**src/design/rblc_pkg.sv**
```systemverilog
// ----------------------------------------------------------------------------
// rblc_pkg
// Shared types and constants for the ring buffer lag correlator.
// ----------------------------------------------------------------------------
package rblc_pkg;

  localparam int SAMPLE_W = 16;
  localparam int PROD_W   = 2 * SAMPLE_W;
  localparam int INC_W    = PROD_W + 1;
  localparam int SUM_W    = 48;
  localparam int LAG_W    = 6;
  localparam int LAGS_DEF = 64;

  localparam int CFG_AW = 3;
  localparam int CFG_DW = 32;

  // Register index of the one configuration register
  localparam logic REG_TWO_SIDED = 1'b0;

  typedef enum logic {
    REQ_PUSH = 1'b0,
    REQ_READ = 1'b1
  } req_t;

  // Control broadcast to every cell of the chain
  typedef struct packed {
    logic shift;      // latch products and move samples one cell towards the origin
    logic acc;        // fold the latched products into the lag sum
    logic two_sided;  // add the mirrored product as well
  } cell_ctrl_t;

endpackage

```
**src/design/rblc_cell.sv**
```systemverilog
// ----------------------------------------------------------------------------
// rblc_cell
// One cell of the correlator chain: holds one sample pair, its lag sum and
// sticky saturation flag. Products are registered before the saturating add.
// ----------------------------------------------------------------------------
module rblc_cell (
  input  logic                                        clk,
  input  logic                                        rst_n,
  input  rblc_pkg::cell_ctrl_t                        ctrl,
  input  logic signed [rblc_pkg::SAMPLE_W-1:0]        origin_a,
  input  logic signed [rblc_pkg::SAMPLE_W-1:0]        origin_b,
  input  logic signed [rblc_pkg::SAMPLE_W-1:0]        nbr_a,
  input  logic signed [rblc_pkg::SAMPLE_W-1:0]        nbr_b,
  output logic signed [rblc_pkg::SAMPLE_W-1:0]        a_q,
  output logic signed [rblc_pkg::SAMPLE_W-1:0]        b_q,
  output logic signed [rblc_pkg::SUM_W-1:0]           sum_q,
  output logic                                        sat_q
);
  import rblc_pkg::*;

  logic signed [SAMPLE_W-1:0] a_r, b_r;
  logic signed [PROD_W-1:0]   p1_r, p2_r;
  logic signed [PROD_W-1:0]   p1_nxt, p2_nxt;
  logic signed [SUM_W-1:0]    sum_r, sum_nxt;
  logic                       sat_r, sat_nxt;
  logic signed [INC_W-1:0]    inc;
  logic signed [SUM_W:0]      wide;

  always_comb begin
    p1_nxt = origin_a * b_r;
    p2_nxt = '0;
    if (ctrl.two_sided) begin
      p2_nxt = a_r * origin_b;
    end
  end

  always_comb begin
    inc     = INC_W'(p1_r) + INC_W'(p2_r);
    wide    = (SUM_W + 1)'(sum_r) + (SUM_W + 1)'(inc);
    sum_nxt = wide[SUM_W-1:0];
    sat_nxt = sat_r;
    // clamp when the two top bits disagree
    if (wide[SUM_W] != wide[SUM_W-1]) begin
      sat_nxt = 1'b1;
      sum_nxt = wide[SUM_W] ? {1'b1, {(SUM_W-1){1'b0}}} : {1'b0, {(SUM_W-1){1'b1}}};
    end
  end

  always_ff @(posedge clk) begin
    if (!rst_n) begin
      a_r   <= '0;
      b_r   <= '0;
      sum_r <= '0;
      sat_r <= 1'b0;
    end else begin
      if (ctrl.shift) begin
        a_r <= nbr_a;
        b_r <= nbr_b;
      end
      if (ctrl.acc) begin
        sum_r <= sum_nxt;
        sat_r <= sat_nxt;
      end
    end
  end

  always_ff @(posedge clk) begin
    if (ctrl.shift) begin
      p1_r <= p1_nxt;
      p2_r <= p2_nxt;
    end
  end

  assign a_q   = a_r;
  assign b_q   = b_r;
  assign sum_q = sum_r;
  assign sat_q = sat_r;

endmodule

```
**config.mk**
```make
export PLATFORM = sky130hd
export DESIGN_NAME = rblc_cell
export DESIGN_NICKNAME = d
export VERILOG_FILES = /design/src/design/rblc_pkg.sv /design/src/design/rblc_cell.sv
export SDC_FILE = /design/constraint.sdc
export NUM_CORES = 2
export LEC_CHECK = 0
export BUFFER_PORTS_ARGS = -buffer_cell sky130_fd_sc_hd__buf_2
export CORE_AREA = 4 4 272 221
export DETAILED_ROUTE_END_ITERATION = 7
export DIE_AREA = 0 0 276 225
export GPL_TIMING_DRIVEN = 0
export PLACE_DENSITY = 0.69
export SLEW_MARGIN = 20
export SYNTH_ARGS = -nofsm -noshare
export SYNTH_HDL_FRONTEND = slang
export SYNTH_SLANG_ARGS = --single-unit
```
**constraint.sdc**
```tcl
create_clock -name clk -period 6.1 [get_ports clk]
set_input_delay 0.61 -clock clk [delete_from_list [all_inputs] [get_ports clk]]
set_output_delay 0.61 -clock clk [all_outputs]
set_load 0.02 [all_outputs]
```
==> results by group <==
Synth
  – Area share of the largest cell type after synthesis: 0.404
  – Main synth FF type: dfxtp_1
  – Leading area contributor after synthesis: fa_1
  – Synthesis Warnings: 0
  – Post-Syn Instances: 2991
  – Proportion of register bits with asynchronous set or reset after synthesis: 0
  – Number of flops mapped to enable cells by yosys: 64
  – Area of the mapped netlist: 28400 um2
  – Synthesized flop and latch total: 145
  – Share of synthesized area occupied by flip-flops and latches: 0.125
  – Top cells by area in the synthesized netlist: fa_1 40%, ha_1 9.3%, inv_1 7.7%
  – Count of distinct cell types in the synthesized netlist: 70
  – Syn Nets: 3844
  – Synthesized area per cell: 9.50 um2

STA
  – Final critical-path required period: 6.16 ns
  – Clk_skew: 0.0106 ns
  – Fraction of the cycle the final worst path needs: 1.01
  – Achievable clock frequency: 0.162 GHz
  – Final Hold Violating Endpoints: 0
  – Slew at the pin closest to its max-slew limit: 1.21 ns
  – Min setup slack post-route: -0.0588 ns
  – Unrepaired setup endpoints after global routing: yes
  – Final-report max-slew violation count: 0
  – Max_slew headroom: 0.194
  – Number of failing setup endpoints in the final timing report: 5

Global routing
  – Number of global-route vias before repair: 22400
  – Pin count of the biggest net entering global routing: 44
  – Global route overflow: 0
  – Global-route wire length before repair: 124 mm
  – Combined global-route utilization of all metal layers: 0.255
  – Antenna violations before repair: 2

Routing
  – Detailed-route via count: 21700
  – Number of detailed-routing iterations run before antenna repair: 5
  – Post-Route WL: 77.6 mm
  – Average wire length per cell after detail routing: 19.2 um
  – Drc violations: 0
  – Starting DRC count in detailed routing: 1658
  – Post-route ant nets: 0
  – Detailed-route vias per instance: 5.38

Place
  – Pre-CTS setup slack: -1.23 ns
  – Placement Cell Area: 30200 um2
  – Port Buf Inserts: 148
  – Placer's final routability congestion estimate: 0.956
  – Final HPWL DP: 62.6 mm
  – Cell Count Post-Placement: 3910

Floorplanning
  – Effective utilization at floorplan: 0.494
  – X dimension of the die: 276 um
  – I/O pin count: 150
  – Vertical die dimension: 225 um
  – Standard cell core area: 57500 um2
  – Die area: 62100 um2
  – Number of rows created at floorplan: 79

Clocking
  – Post-CTS Hold Buffers: 0
  – Largest buffer count on any clock path: 2
  – Clk Tree Root Cell: clkbuf_16
  – Cts bufs inserted: 17
  – Number of H-tree branching levels: 4
  – Clock tree from TritonCTS: done
  – TritonCTS Sinks: 145
  – Insertion delay to the later sink of the worst-skew pair: 0.45 ns
  – Clock-pin slew of the registers on the worst-case setup and hold paths: 0.06 ns

Finish
  – Non-Filler Instances: 4031
  – Leading cell type in the layout, fill and taps excluded: inv_1
  – Commonest cells after routing, fill and taps aside: 564 x inv_1, 554 x fa_1, 289 x nand2_1, 259 x and2_1, 188 x ha_1
  – Number of antenna diodes: 0
  – Share of layout cells above drive strength 1: 0.162
  – Final net count: 4102
  – Area growth syn-to-layout: 15.9%
  – Final Core Density: 0.573
  – Final design instance area without fill: 32900 um2

Pwr
  – Ratio of total power to cell area: 604 nW/um2
  – IR drop worst, VDD: 617 uV
  – Static Leakage: 16.2 nW

Run status
  – Violated checks: setup timing
  – Status: complete, but fails checks

Hold path
  – Worst hold-check path type: in -> reg

Worst setup path
  – Critical path type: reg -> reg
  – Cell at the slowest stage of the critical path: fa_1
  – Crit path arrival time: 6.35 ns
  – Worst EP required: 6.29 ns
  – Worst Setup End Kind: register
  – Setup slack of the worst register-to-register path: -0.06 ns
  – Crit path launch type: register
  – Cell seen most often among critical-path stages: fa_1
  – Largest stage delay, worst path: 0.54 ns
  – Worst-path cell chain: clkbuf_16 -> and2_4 -> fa_1 -> inv_1 -> fa_1 -> fa_1 -> inv_1 -> fa_1 -> fa_1 -> inv_1 -> fa_1 -> inv_2 -> ha_4 -> nand3_4 -> inv_2 -> nand3_2 -> o211ai_1 -> a211oi_2 -> nor3b_2 -> o21ai_1 -> nand2b_1 -> nand3_1 -> mux2i_1 -> o311a_1
  – Largest fanout on the critical path: 7

Flow run
  – Max-Cap Viols: 0
==> state kept, by name, summed over array words and instances (netlist names) <==
| signal | flops |
|---|---|
| sum_q | 48 |
| p1_r | 32 |
| p2_r | 32 |
| a_q | 16 |
| b_q | 16 |
| sat_q | 1 |
==> report_power, final <==
part,switching (mW),internal (mW)
registers,0.358,1.56
logic,9.45,7.53
clock network,0.442,0.565
total,10.3,9.66
==> repair_timing <==
action	4_1_cts	5_1_grt
gates resized for setup	287	129
cloned	0	1
pin swaps	67	69
setup buffers	68	25
endpoints found under the setup margin	34	21
==> cells in the mapped netlist (6+ instances only) <==
cell type	count
maj3_2	20
nand2b_1	22
clkbuf_1	104
nand3_1	20
mux2i_1	35
xor2_1	31
and2_1	268
o21bai_1	12
inv_1	584
a21oi_1	141
nor2_1	104
nor3_1	14
fa_1	573
a21o_1	57
nor2b_1	11
edfxtp_1	64
o211ai_1	10
nand4_1	13
ha_1	211
maj3_1	27
o21ai_0	101
nand2_1	295
xnor2_1	81
a211oi_1	6
dfxtp_1	81
o21a_1	15
and3_1	11
==> metal layers <==
layer  routed length (um)  vias up  track usage
li1                     -     9802            -
met1                34600    11000        0.377
met2                33800      785        0.386
met3                 7170       93       0.0578
met4                 2010        0       0.0627
met5                    0        -            0
==> through the flow <==
stage          hold slack [ns]  power (mW)  setup TNS [ns]
2_1_floorplan            0.570        13.9        -0.00648
3_3_place_gp             0.504        17.4          -23.73
3_5_place_dp             0.519        17.5          -24.30
4_1_cts                  0.372        19.2          -0.215
5_1_grt                  0.391        21.8           -1.96
6_report                 0.394        19.9          -0.138
==> area by class of cell <==
class,count,area [um2]
buffer,111,1130
clock buffer,24,493
clock inverter,8,53.8
fill,5015,24600
inverter,585,2200
multi-input combinational,2145,22800
sequential,145,3650
tap,769,962
timing repair buffer,244,1630
==> worst max-delay path, delay by kind of cell, from the launching register on <==
| kind | cells | cell delay (ns) |
|---|---|---|
| fa+ha+maj | 7 | 3.22 |
| compound gates | 4 | 0.94 |
| simple gates | 6 | 0.79 |
| buf+inv | 6 | 0.43 |
| flops | 1 | 0.36 |
| mux | 1 | 0.15 |
==> worst paths after layout <==
| check | endpoint | from | cells past startpoint |
|---|---|---|---|
| worst min-delay path | a_q[1] | nbr_a[1] | 3 |
| worst max register to register | p1_r[28] | b_q[4] | 24 |
| worst max-delay path | p1_r[28] | b_q[4] | 24 |
| worst min register to register | sat_q | sat_q | 2 |
==> logic make-up (layout without fill, tap and decap cells) <==
family	Yosys count	after routing	share of synthesized area
buffers and inverters	701	972	0.0946
adders and majority gates	831	831	0.514
AOI/OAI and AO/OA	395	395	0.0859
xor gates and xnor gates	112	112	0.0345
and+or+nand+nor	772	772	0.134
DFF	145	145	0.125
muxes	35	35	0.0123
Power figures use the tool's default switching activity.
